### config.mk
export PLATFORM = sky130hd
export DESIGN_NAME = earliest_finish_accel_select
export DESIGN_NICKNAME = d
export VERILOG_FILES = /design/src/rtl/core/efas_pkg.sv /design/src/rtl/core/earliest_finish_accel_select.sv /design/src/rtl/core/efas_ctrl.sv /design/src/rtl/core/efas_dp.sv
export SDC_FILE = /design/constraint.sdc
export NUM_CORES = 2
export LEC_CHECK = 0
export ABC_AREA = 0
export BUFFER_PORTS_ARGS = -buffer_cell sky130_fd_sc_hd__buf_2
export CAP_MARGIN = 25
export CORE_UTILIZATION = 40
export CTS_CLUSTER_SIZE = 40
export DETAILED_ROUTE_END_ITERATION = 16
export PLACE_DENSITY = 0.66
export SLEW_MARGIN = 20
export SYNTH_ARGS = -nofsm -noshare
export SYNTH_HDL_FRONTEND = slang
export SYNTH_HIERARCHICAL = 1
export SYNTH_SLANG_ARGS = --single-unit
### constraint.sdc
create_clock -name clk -period 27.3 [get_ports clk]
set_clock_uncertainty 0.15 [all_clocks]
set_input_delay 1.365 -clock clk [delete_from_list [all_inputs] [get_ports clk]]
set_output_delay 1.365 -clock clk [all_outputs]
set_load 0.005 [all_outputs]
### src/rtl/core/efas_pkg.sv
// Shared types, constants and codes of the earliest-finish accelerator selector.
package efas_pkg;

	// Field widths fixed by the request and result formats.
	localparam int REQ_W      = 2;
	localparam int TASK_W     = 4;
	localparam int TIME_W     = 40;
	localparam int PROF_W     = 32;
	localparam int FIN_W      = PROF_W + 1;
	localparam int TYPE_W     = 2;
	localparam int INST_W     = 2;
	localparam int STATUS_W   = 2;

	// Configuration register layout.
	localparam int REG_TYPES  = 4;
	localparam int COUNT_W    = 3;
	localparam int CAP_W      = 16;
	localparam int ACTIVE_W   = 3;
	localparam int CFG_IDX_W  = 3;
	localparam int CFG_DATA_W = 16;

	// Parameter defaults.
	localparam int NUM_TYPES_DEF      = 4;
	localparam int MAX_PER_TYPE_DEF   = 4;
	localparam int NUM_TASK_TYPES_DEF = 16;

	// Register indexes.
	localparam logic [CFG_IDX_W-1:0] REG_ACTIVE_TYPES = 3'd0;
	localparam logic [CFG_IDX_W-1:0] REG_INST_COUNTS  = 3'd1;
	localparam logic [CFG_IDX_W-1:0] REG_CAP_TYPE0    = 3'd2;
	localparam logic [CFG_IDX_W-1:0] REG_CAP_TYPE1    = 3'd3;
	localparam logic [CFG_IDX_W-1:0] REG_CAP_TYPE2    = 3'd4;
	localparam logic [CFG_IDX_W-1:0] REG_CAP_TYPE3    = 3'd5;
	localparam logic [CFG_IDX_W-1:0] REG_NO_TASK      = 3'd6;

	// Register reset values.
	localparam logic [ACTIVE_W-1:0]          ACTIVE_RST  = 3'd4;
	localparam logic [REG_TYPES*COUNT_W-1:0] COUNTS_RST  = 12'd2340;
	localparam logic [TASK_W-1:0]            NO_TASK_RST = 4'd15;

	// Request codes.
	localparam logic [REQ_W-1:0] REQ_SELECT = 2'd0;
	localparam logic [REQ_W-1:0] REQ_BUSY   = 2'd1;
	localparam logic [REQ_W-1:0] REQ_FREE   = 2'd2;

	// Result status codes.
	localparam logic [STATUS_W-1:0] STATUS_OK     = 2'd0;
	localparam logic [STATUS_W-1:0] STATUS_NONE   = 2'd1;
	localparam logic [STATUS_W-1:0] STATUS_NOTASK = 2'd2;

	// Kind of result the controller asks the datapath to load.
	typedef logic [1:0] res_kind_t;
	localparam res_kind_t RES_ZERO   = 2'd0;
	localparam res_kind_t RES_NOTASK = 2'd1;
	localparam res_kind_t RES_SCAN   = 2'd2;

	typedef struct packed {
		logic [REQ_W-1:0]  req_type;
		logic [TASK_W-1:0] task_class;
		logic [TIME_W-1:0] now_usec;
		logic [PROF_W-1:0] profile_type0;
		logic [PROF_W-1:0] profile_type1;
		logic [PROF_W-1:0] profile_type2;
		logic [PROF_W-1:0] profile_type3;
		logic [TYPE_W-1:0] slot_type;
		logic [INST_W-1:0] slot_instance;
		logic [PROF_W-1:0] running_profile;
	} in_t;

	typedef struct packed {
		logic [STATUS_W-1:0] status;
		logic [TYPE_W-1:0]   chosen_type;
		logic [INST_W-1:0]   chosen_instance;
		logic [FIN_W-1:0]    projected_finish;
	} out_t;

	typedef struct packed {
		logic [ACTIVE_W-1:0]                active_types;
		logic [REG_TYPES*COUNT_W-1:0]       instance_counts;
		logic [REG_TYPES-1:0][CAP_W-1:0]    cap_mask;
		logic [TASK_W-1:0]                  no_task_code;
	} cfg_t;

	// Controller to datapath.
	typedef struct packed {
		logic               start;
		logic               issue;
		logic [TYPE_W-1:0]  issue_type;
		logic [COUNT_W-1:0] issue_inst;
		logic               load_out;
		res_kind_t          res_kind;
	} cmd_t;

	// Datapath to controller.
	typedef struct packed {
		logic pipe_busy;
		logic out_free;
	} dp_status_t;

endpackage

### src/rtl/core/earliest_finish_accel_select.sv
// Top level of the earliest-finish accelerator selector.
// Usage: a request transfer on the input channel (in_valid high, in_stall low) carries
// one of three requests. A select asks for the accelerator slot with the earliest
// projected finish for a task; a busy mark records start time and run time for a
// slot; a free mark releases it. Every request gives exactly one result transfer on
// the output channel (out_valid high, out_stall low), in request order.
// Configuration is written through cfg_wr_en / cfg_index / cfg_wdata; the user must
// write it only while no request is in flight, as the block itself does not enforce
// this; a write to an index beyond the register list is dropped. Flow: the block
// handles one request at a time. Busy marks, free marks, rejected no-task selects and
// unknown requests go straight to the finish state, which loads the result once the
// output register is free; the block then returns to idle and can take the next
// request. A select walks the slots one per cycle through a three-stage finish-time
// pipeline, waits for the pipeline to drain and then loads the result in the same
// way once the output register is free. The result sits in an output register, so a
// stalled receiver only holds that result; the next request is taken meanwhile and
// waits at its end until the register is free. Reset frees every slot and loads the
// register defaults.
module earliest_finish_accel_select import efas_pkg::*; #(
	parameter int NUM_TYPES      = NUM_TYPES_DEF,
	parameter int MAX_PER_TYPE   = MAX_PER_TYPE_DEF,
	parameter int NUM_TASK_TYPES = NUM_TASK_TYPES_DEF
) (
	input  logic                  clk,
	input  logic                  arst_n,
	input  logic                  in_valid,
	output logic                  in_stall,
	input  in_t                   in_data,
	output logic                  out_valid,
	input  logic                  out_stall,
	output out_t                  out_data,
	input  logic                  cfg_wr_en,
	input  logic [CFG_IDX_W-1:0]  cfg_index,
	input  logic [CFG_DATA_W-1:0] cfg_wdata
);

	// Configuration registers.
	cfg_t cfg_q;

	logic       in_accept;
	cmd_t       cmd;
	dp_status_t sts;

	assign in_accept = in_valid && !in_stall;

	always_ff @(posedge clk or negedge arst_n) begin
		if (!arst_n) begin
			cfg_q.active_types <= ACTIVE_RST;
			cfg_q.instance_counts <= COUNTS_RST;
			cfg_q.cap_mask <= '0;
			cfg_q.no_task_code <= NO_TASK_RST;
		end else if (cfg_wr_en) begin
			unique case (cfg_index)
				REG_ACTIVE_TYPES: cfg_q.active_types <= cfg_wdata[ACTIVE_W-1:0];
				REG_INST_COUNTS:  cfg_q.instance_counts <= cfg_wdata[REG_TYPES*COUNT_W-1:0];
				REG_CAP_TYPE0:    cfg_q.cap_mask[0] <= cfg_wdata[CAP_W-1:0];
				REG_CAP_TYPE1:    cfg_q.cap_mask[1] <= cfg_wdata[CAP_W-1:0];
				REG_CAP_TYPE2:    cfg_q.cap_mask[2] <= cfg_wdata[CAP_W-1:0];
				REG_CAP_TYPE3:    cfg_q.cap_mask[3] <= cfg_wdata[CAP_W-1:0];
				REG_NO_TASK:      cfg_q.no_task_code <= cfg_wdata[TASK_W-1:0];
				default: begin
				end
			endcase
		end
	end

	// The controller owns the request handshake and the scan order; the
	// datapath owns the slot table, the arithmetic and the result register.
	efas_ctrl #(
		.NUM_TYPES      (NUM_TYPES),
		.MAX_PER_TYPE   (MAX_PER_TYPE),
		.NUM_TASK_TYPES (NUM_TASK_TYPES)
	) u_ctrl (
		.clk       (clk),
		.arst_n    (arst_n),
		.in_accept (in_accept),
		.in_data   (in_data),
		.cfg       (cfg_q),
		.sts       (sts),
		.in_stall  (in_stall),
		.cmd       (cmd)
	);

	efas_dp #(
		.NUM_TYPES    (NUM_TYPES),
		.MAX_PER_TYPE (MAX_PER_TYPE)
	) u_dp (
		.clk       (clk),
		.arst_n    (arst_n),
		.in_accept (in_accept),
		.in_data   (in_data),
		.cmd       (cmd),
		.out_stall (out_stall),
		.sts       (sts),
		.out_valid (out_valid),
		.out_data  (out_data)
	);

	// A slot lookup is only issued while new requests are held off.
	a_issue_holds_input: assert property (@(posedge clk) disable iff (!arst_n)
		cmd.issue |-> in_stall)
		else $error("slot lookup issued while input could transfer");

	// A result is never loaded over one that the receiver has not yet taken.
	a_no_overwrite: assert property (@(posedge clk) disable iff (!arst_n)
		cmd.load_out |-> !(out_valid && out_stall))
		else $error("result register overwritten while stalled");

	// Each accepted request keeps the input closed for at least the next cycle.
	a_one_at_a_time: assert property (@(posedge clk) disable iff (!arst_n)
		in_accept |=> in_stall)
		else $error("second request taken right after a transfer");

endmodule

### src/rtl/core/efas_ctrl.sv
// Controller of the selector: accepts requests and walks the slot scan.
module efas_ctrl import efas_pkg::*; #(
	parameter int NUM_TYPES      = NUM_TYPES_DEF,
	parameter int MAX_PER_TYPE   = MAX_PER_TYPE_DEF,
	parameter int NUM_TASK_TYPES = NUM_TASK_TYPES_DEF
) (
	input  logic       clk,
	input  logic       arst_n,
	input  logic       in_accept,
	input  in_t        in_data,
	input  cfg_t       cfg,
	input  dp_status_t sts,
	output logic       in_stall,
	output cmd_t       cmd
);

	localparam logic [1:0] S_IDLE   = 2'd0;
	localparam logic [1:0] S_SCAN   = 2'd1;
	localparam logic [1:0] S_DRAIN  = 2'd2;
	localparam logic [1:0] S_FINISH = 2'd3;

	localparam int TYPE_LIM = (NUM_TYPES < REG_TYPES) ? NUM_TYPES : REG_TYPES;

	logic [1:0]         state_q, state_d;
	logic [TYPE_W-1:0]  type_q, type_d;
	logic [COUNT_W-1:0] inst_q, inst_d;
	res_kind_t          kind_q, kind_d;
	logic [TASK_W-1:0]  task_q;

	logic [ACTIVE_W-1:0] ntypes;
	logic [COUNT_W-1:0]  cnt_raw;
	logic [COUNT_W-1:0]  inst_lim;
	logic                capable;

	always_comb begin
		ntypes = (32'(cfg.active_types) > TYPE_LIM) ? ACTIVE_W'(TYPE_LIM) : cfg.active_types;
		cnt_raw = COUNT_W'(cfg.instance_counts >> (COUNT_W * type_q));
		inst_lim = (32'(cnt_raw) > MAX_PER_TYPE) ? COUNT_W'(MAX_PER_TYPE) : cnt_raw;
		capable = (32'(task_q) < NUM_TASK_TYPES) && cfg.cap_mask[type_q][task_q];
	end

	always_comb begin
		state_d = state_q;
		type_d = type_q;
		inst_d = inst_q;
		kind_d = kind_q;
		cmd = '0;
		cmd.issue_type = type_q;
		cmd.issue_inst = inst_q;
		cmd.res_kind = kind_q;
		unique case (state_q)
			S_IDLE: begin
				if (in_accept) begin
					if (in_data.req_type == REQ_SELECT) begin
						if (in_data.task_class == cfg.no_task_code) begin
							kind_d = RES_NOTASK;
							state_d = S_FINISH;
						end else begin
							cmd.start = 1'b1;
							kind_d = RES_SCAN;
							type_d = TYPE_W'(ntypes - 3'd1);
							inst_d = '0;
							state_d = (ntypes == '0) ? S_DRAIN : S_SCAN;
						end
					end else begin
						kind_d = RES_ZERO;
						state_d = S_FINISH;
					end
				end
			end
			S_SCAN: begin
				if (capable && (inst_q < inst_lim)) begin
					cmd.issue = 1'b1;
					inst_d = inst_q + 1'b1;
				end else if (type_q == '0) begin
					state_d = S_DRAIN;
				end else begin
					type_d = type_q - 1'b1;
					inst_d = '0;
				end
			end
			S_DRAIN: begin
				if (!sts.pipe_busy) begin
					state_d = S_FINISH;
				end
			end
			S_FINISH: begin
				if (sts.out_free) begin
					cmd.load_out = 1'b1;
					state_d = S_IDLE;
				end
			end
			default: begin
				state_d = S_IDLE;
			end
		endcase
	end

	assign in_stall = (state_q != S_IDLE);

	always_ff @(posedge clk or negedge arst_n) begin
		if (!arst_n) begin
			state_q <= S_IDLE;
			type_q <= '0;
			inst_q <= '0;
			kind_q <= RES_ZERO;
		end else begin
			state_q <= state_d;
			type_q <= type_d;
			inst_q <= inst_d;
			kind_q <= kind_d;
		end
	end

	always_ff @(posedge clk) begin
		if (in_accept) begin
			task_q <= in_data.task_class;
		end
	end

endmodule

### src/rtl/core/efas_dp.sv
// Datapath of the selector: slot table, finish-time pipeline, best tracker, result register.
module efas_dp import efas_pkg::*; #(
	parameter int NUM_TYPES    = NUM_TYPES_DEF,
	parameter int MAX_PER_TYPE = MAX_PER_TYPE_DEF
) (
	input  logic       clk,
	input  logic       arst_n,
	input  logic       in_accept,
	input  in_t        in_data,
	input  cmd_t       cmd,
	input  logic       out_stall,
	output dp_status_t sts,
	output logic       out_valid,
	output out_t       out_data
);

	localparam int NUM_SLOTS = NUM_TYPES * MAX_PER_TYPE;
	localparam int SLOT_W    = (NUM_SLOTS > 1) ? $clog2(NUM_SLOTS) : 1;

	// Slot table.
	logic [NUM_SLOTS-1:0] busy_q;
	logic [TIME_W-1:0]    start_mem [NUM_SLOTS];
	logic [PROF_W-1:0]    run_mem   [NUM_SLOTS];

	// Request payload held for the scan.
	logic [TIME_W-1:0] now_q;
	logic [PROF_W-1:0] prof_q [REG_TYPES];

	logic              mark_ok;
	logic [SLOT_W-1:0] mark_addr;
	logic [SLOT_W-1:0] rd_addr;

	// Pipeline.
	logic               v_s1, v_s2, v_s3;
	logic               busy_s1, busy_s2;
	logic [TIME_W-1:0]  start_s1;
	logic [PROF_W-1:0]  run_s1, run_s2;
	logic [PROF_W-1:0]  prof_s1, prof_s2, prof_s3;
	logic [TYPE_W-1:0]  type_s1, type_s2, type_s3;
	logic [COUNT_W-1:0] inst_s1, inst_s2, inst_s3;
	logic [TIME_W-1:0]  elapsed_s2;
	logic [PROF_W-1:0]  rem_s3;

	logic [TIME_W:0]    elapsed_diff;
	logic [FIN_W-1:0]   finish_sum;
	logic               take_new;

	// Best candidate.
	logic               found_q;
	logic [FIN_W-1:0]   best_q;
	logic [TYPE_W-1:0]  best_type_q;
	logic [COUNT_W-1:0] best_inst_q;

	logic out_valid_q;
	out_t out_q;
	out_t res_d;

	always_comb begin
		mark_ok = in_accept
			&& ((in_data.req_type == REQ_BUSY) || (in_data.req_type == REQ_FREE))
			&& (32'(in_data.slot_type) < NUM_TYPES)
			&& (32'(in_data.slot_instance) < MAX_PER_TYPE);
		mark_addr = SLOT_W'(32'(in_data.slot_type) * MAX_PER_TYPE + 32'(in_data.slot_instance));
		rd_addr = SLOT_W'(32'(cmd.issue_type) * MAX_PER_TYPE + 32'(cmd.issue_inst));
		elapsed_diff = {1'b0, now_q} - {1'b0, start_s1};
		finish_sum = {1'b0, prof_s3} + {1'b0, rem_s3};
		take_new = v_s3 && (!found_q || (finish_sum < best_q));
	end

	always_ff @(posedge clk) begin
		if (mark_ok && (in_data.req_type == REQ_BUSY)) begin
			start_mem[mark_addr] <= in_data.now_usec;
			run_mem[mark_addr] <= in_data.running_profile;
		end
		if (cmd.issue) begin
			start_s1 <= start_mem[rd_addr];
			run_s1 <= run_mem[rd_addr];
		end
	end

	always_ff @(posedge clk) begin
		if (in_accept) begin
			now_q <= in_data.now_usec;
			prof_q[0] <= in_data.profile_type0;
			prof_q[1] <= in_data.profile_type1;
			prof_q[2] <= in_data.profile_type2;
			prof_q[3] <= in_data.profile_type3;
		end
		busy_s1 <= busy_q[rd_addr];
		prof_s1 <= prof_q[cmd.issue_type];
		type_s1 <= cmd.issue_type;
		inst_s1 <= cmd.issue_inst;

		// Elapsed time since the slot's start, zero if the start lies ahead.
		elapsed_s2 <= elapsed_diff[TIME_W] ? '0 : elapsed_diff[TIME_W-1:0];
		busy_s2 <= busy_s1;
		run_s2 <= run_s1;
		prof_s2 <= prof_s1;
		type_s2 <= type_s1;
		inst_s2 <= inst_s1;

		// Remaining run time, clamped at zero; a free slot has none.
		if (busy_s2 && (elapsed_s2 < {{(TIME_W-PROF_W){1'b0}}, run_s2})) begin
			rem_s3 <= run_s2 - elapsed_s2[PROF_W-1:0];
		end else begin
			rem_s3 <= '0;
		end
		prof_s3 <= prof_s2;
		type_s3 <= type_s2;
		inst_s3 <= inst_s2;

		if (take_new) begin
			best_q <= finish_sum;
			best_type_q <= type_s3;
			best_inst_q <= inst_s3;
		end
	end

	always_ff @(posedge clk or negedge arst_n) begin
		if (!arst_n) begin
			busy_q <= '0;
			v_s1 <= 1'b0;
			v_s2 <= 1'b0;
			v_s3 <= 1'b0;
			found_q <= 1'b0;
		end else begin
			if (mark_ok) begin
				busy_q[mark_addr] <= (in_data.req_type == REQ_BUSY);
			end
			v_s1 <= cmd.issue;
			v_s2 <= v_s1;
			v_s3 <= v_s2;
			if (cmd.start) begin
				found_q <= 1'b0;
			end else if (take_new) begin
				found_q <= 1'b1;
			end
		end
	end

	// Result register.
	always_ff @(posedge clk or negedge arst_n) begin
		if (!arst_n) begin
			out_valid_q <= 1'b0;
		end else if (cmd.load_out) begin
			out_valid_q <= 1'b1;
		end else if (!out_stall) begin
			out_valid_q <= 1'b0;
		end
	end

	always_comb begin
		res_d = '0;
		case (cmd.res_kind)
			RES_NOTASK: begin
				res_d.status = STATUS_NOTASK;
			end
			RES_SCAN: begin
				if (found_q) begin
					res_d.status = STATUS_OK;
					res_d.chosen_type = best_type_q;
					res_d.chosen_instance = best_inst_q[INST_W-1:0];
					res_d.projected_finish = best_q;
				end else begin
					res_d.status = STATUS_NONE;
				end
			end
			default: begin
				res_d.status = STATUS_OK;
			end
		endcase
	end

	always_ff @(posedge clk) begin
		if (cmd.load_out) begin
			out_q <= res_d;
		end
	end

	assign sts.pipe_busy = v_s1 | v_s2 | v_s3;
	assign sts.out_free = !out_valid_q || !out_stall;
	assign out_valid = out_valid_q;
	assign out_data = out_q;

endmodule

==> flow_metrics.py <==
metrics = {
    "yosys": {
        "synth_largest_area_cell": "edfxtp_1",
        "yosysUniqueCellTypes": 98,
        "synth_edf_count": 1472,
        "post-synth-top-count-cell": "edfxtp_1",
        "yosysSeqAreaShare": 0.718,
        "syn-cell-area_um2": 71500,
        "synth.top_cell.area_share": 0.618,
        "synth_fp_nets": 4210,
        "netlist_instances": 3795,
        "synthArstFlopShare": 0.0628,
        "yosys-top-cells-count": "edfxtp_1, mux4_2, dfxtp_1, ha_1, inv_1",
        "ys.flop_type": "edfxtp_1",
        "yosys_warnings": 6,
        "ys_ff_latch": 1799,
        "syn_area_per_cell_um2": 18.8,
        "ys_top_cells_by_area": "edfxtp_1, mux4_2, dfxtp_1",
    },
    "critical_path": {
        "end_kind": "register",
        "worstPathRequired_ns": 27.62,
        "critPathMaxFanout": 27,
        "cp_data_arrival_time_ns": 5.82,
        "cp_top_family": "compound AO/OA/AOI/OAI gates",
        "cp_num_buf_inv": 1,
        "cpPeakStageDelay_ns": 0.52,
        "path_cells": "ha_1 -> a211oi_1 -> nand3_1 -> nor4b_1 -> nor2_1 -> a2111oi_1 -> o21bai_1 -> and4_1 -> nor3_1 -> ha_1 -> a21o_1 -> a21oi_1 -> nor2b_1 -> o21ai_0 -> nand2b_1 -> a21oi_1 -> o211ai_1 -> nand2_1 -> buf_4",
        "startpoint": "u_dp/prof_s3[9]",
        "startpoint_type": "register",
        "criticalPathCategory": "reg2reg",
        "r2r_slack_ns": 21.80,
        "crit_slowest_cell": "a2111oi_1",
        "r2r_start": "u_dp/prof_s3[9]",
    },
    "detailed_routing": {
        "drt_wl_total_um": 165000,
        "drt_iter0_drc": 3220,
        "dr.pass1.iters": 6,
        "num_vias": 36320,
        "drc": 0,
        "vias_per_cell": 5.44,
        "post_drt_wl_per_cell_um": 24.8,
        "drtAntennaViolNets": 0,
    },
    "placement": {
        "place_area_um2": 75800,
        "gp_congestion": 0.859,
        "place_hpwl_um": 102000,
        "portBuffers": 274,
    },
    "sta": {
        "rsz0062_at_grt": "false",
        "fin_crit_sh": 0.202,
        "fmax_mhz": 182,
        "tns_ns": 0,
        "relSlewSlack": 0.277,
        "tightest_slew_ns": 1.08,
        "holdWs_ns": 0.166,
        "finalCriticalPeriod_ns": 5.50,
        "hold_viol_final": 0,
        "finalSetupViolations": 0,
        "drv_slew": 0,
    },
    "hold_path": {
        "min-delay-start": "u_dp/prof_s1[10]",
        "hold_class": "reg2reg",
    },
    "clock_tree": {
        "root_buffer": "clkbuf_16",
        "cts_sinks": 1799,
        "clk_pin_slew_worst_paths_ns": 0.06,
        "htreeDepth": 4,
        "ctsResizeCount": 0,
        "hold_buffers": 0,
        "cts_made_buffers": 182,
        "insertion_delay_ns": 0.83,
        "clockBufferDepth": 3,
        "cts_tree": "yes",
        "post_cts_buffers": 0,
    },
    "power": {
        "peakVddDrop_mv": 0.0697,
        "power_leakage_nw": 28.5,
        "p_per_area_nw_per_um2": 91.6,
    },
    "layout": {
        "nets": 4585,
        "drive_gt1_frac": 0.274,
        "area_delta_synth_final_pct": 14.4,
        "finalInstanceArea_um2": 81700,
        "fin_util": 0.462,
    },
    "floorplan": {
        "fp.dieW_um": 425,
        "num_rows": 154,
        "initial_utilization": 0.404,
        "ioPinCount": 275,
        "die-area_um2": 180000,
        "fp.dieH_um": 425,
        "core_um2": 177000,
    },
    "run": {
        "maxCapViolations": 0,
    },
    "global_routing": {
        "grt_max_degree": 136,
        "grt_pass1_vias": 36806,
        "grt_overflow": 0,
        "grt_first_pass_wirelength_um": 245000,
        "grt_util_all_layers": 0.183,
        "antenna_found_initial": 36,
    },
    "run_status": {
        "status": "complete, no violations",
    },
}
power by group:
part / internal (mW) / switching [mW]
Sequential: 3.25 / 0.152
Clock: 1.38 / 1.06
Combinational: 0.766 / 0.872
Total: 5.40 / 2.09
final timing paths:
check | end | cells past startpoint
max | u_dp/best_q[0] | 19
min | u_dp/prof_s2[10] | 0
max reg2reg | u_dp/best_q[0] | 19
min reg2reg | u_dp/prof_s2[10] | 0
max in group asynchronous | u_ctrl/type_q[0] | 2
min in group asynchronous | cfg_q[24] | 1
per-layer routing:
metal	GRT usage	share of wire
met1	0.249	0.42
met2	0.301	0.49
met3	0.0328	0.060
met4	0.0529	0.024
met5	0	0.00022
cell usage in the layout, fill, tap and decap left out, types with 19 or more instances in the layout:
master     instances
nand3_1           30
buf_2            273
clkinv_1          28
xnor2_1           55
and3_1            50
edfxtp_1        1472
o21a_1            21
xor2_1            31
a21o_1            80
nand2_1           96
ha_1             177
mux4_2           406
mux2i_1           26
clkbuf_1          41
clkinv_2          33
mux2_4            20
clkbuf_16        184
nor2_1            95
a21oi_1          120
nor2_2            31
nor2b_1           19
mux2_2            69
buf_4             51
dfrtp_1          100
o21ai_1           20
nor3_1            24
o21ai_0           64
inv_1            171
dfxtp_1          214
nand2b_1          20
sequential cells by signal, summed over array words and instances (netlist names), 3 cells and up:
register         count
u_dp/prof_q        128
u_dp/elapsed_s2     40
u_dp/out_data       39
u_ctrl/task_q        4
u_dp/rem_s3         32
cfg_q               83
u_dp/prof_s1        32
u_dp/now_q          40
u_dp/run_s2         32
u_dp/prof_s3        32
u_dp/run_mem       512
u_ctrl/inst_q        3
u_dp/busy_q         16
u_dp/best_q         33
u_dp/run_s1         32
u_dp/start_s1       40
u_dp/start_mem     640
u_dp/prof_s2        32
cells by family (layout without fill, tap and decap cells):
group                      Yosys count  in the layout  synth area share
AOI/OAI and AO/OA                  441            441            0.0412
buffers and inverters              312            840            0.0182
muxes                              521            521             0.147
adders and majority gates          181            181            0.0320
xor gates and xnor gates            87             87            0.0107
and+or+nand+nor                    454            454            0.0331
other                                0              8                 0
DFF                               1799           1799             0.718
stage by stage:
stage | worst slack (ns) | power [mW] | std cells
CTS | 21.87 | 7.57 | 6662
detailed placement | 21.92 | 5.12 | 6325
global route | 21.27 | 7.82 | 6670
global placement | 21.75 | 5.10 | 6323
floorplan | 13.24 | 4.62 | 3795
finish | 21.80 | 7.48 | 6671
final cells by class:
type                            count  area, um^2
Fill cell                       14926       95100
Sequential cell                  1799       51300
Multi-Input combinational cell   1684       19000
Clock buffer                      232        4850
Tap cell                         2340        2930
Timing Repair Buffer              330        1880
Clock inverter                    105        1070
Inverter                          173         649
Antenna cell                        8        20.0
Power figures use the tool's default switching activity.
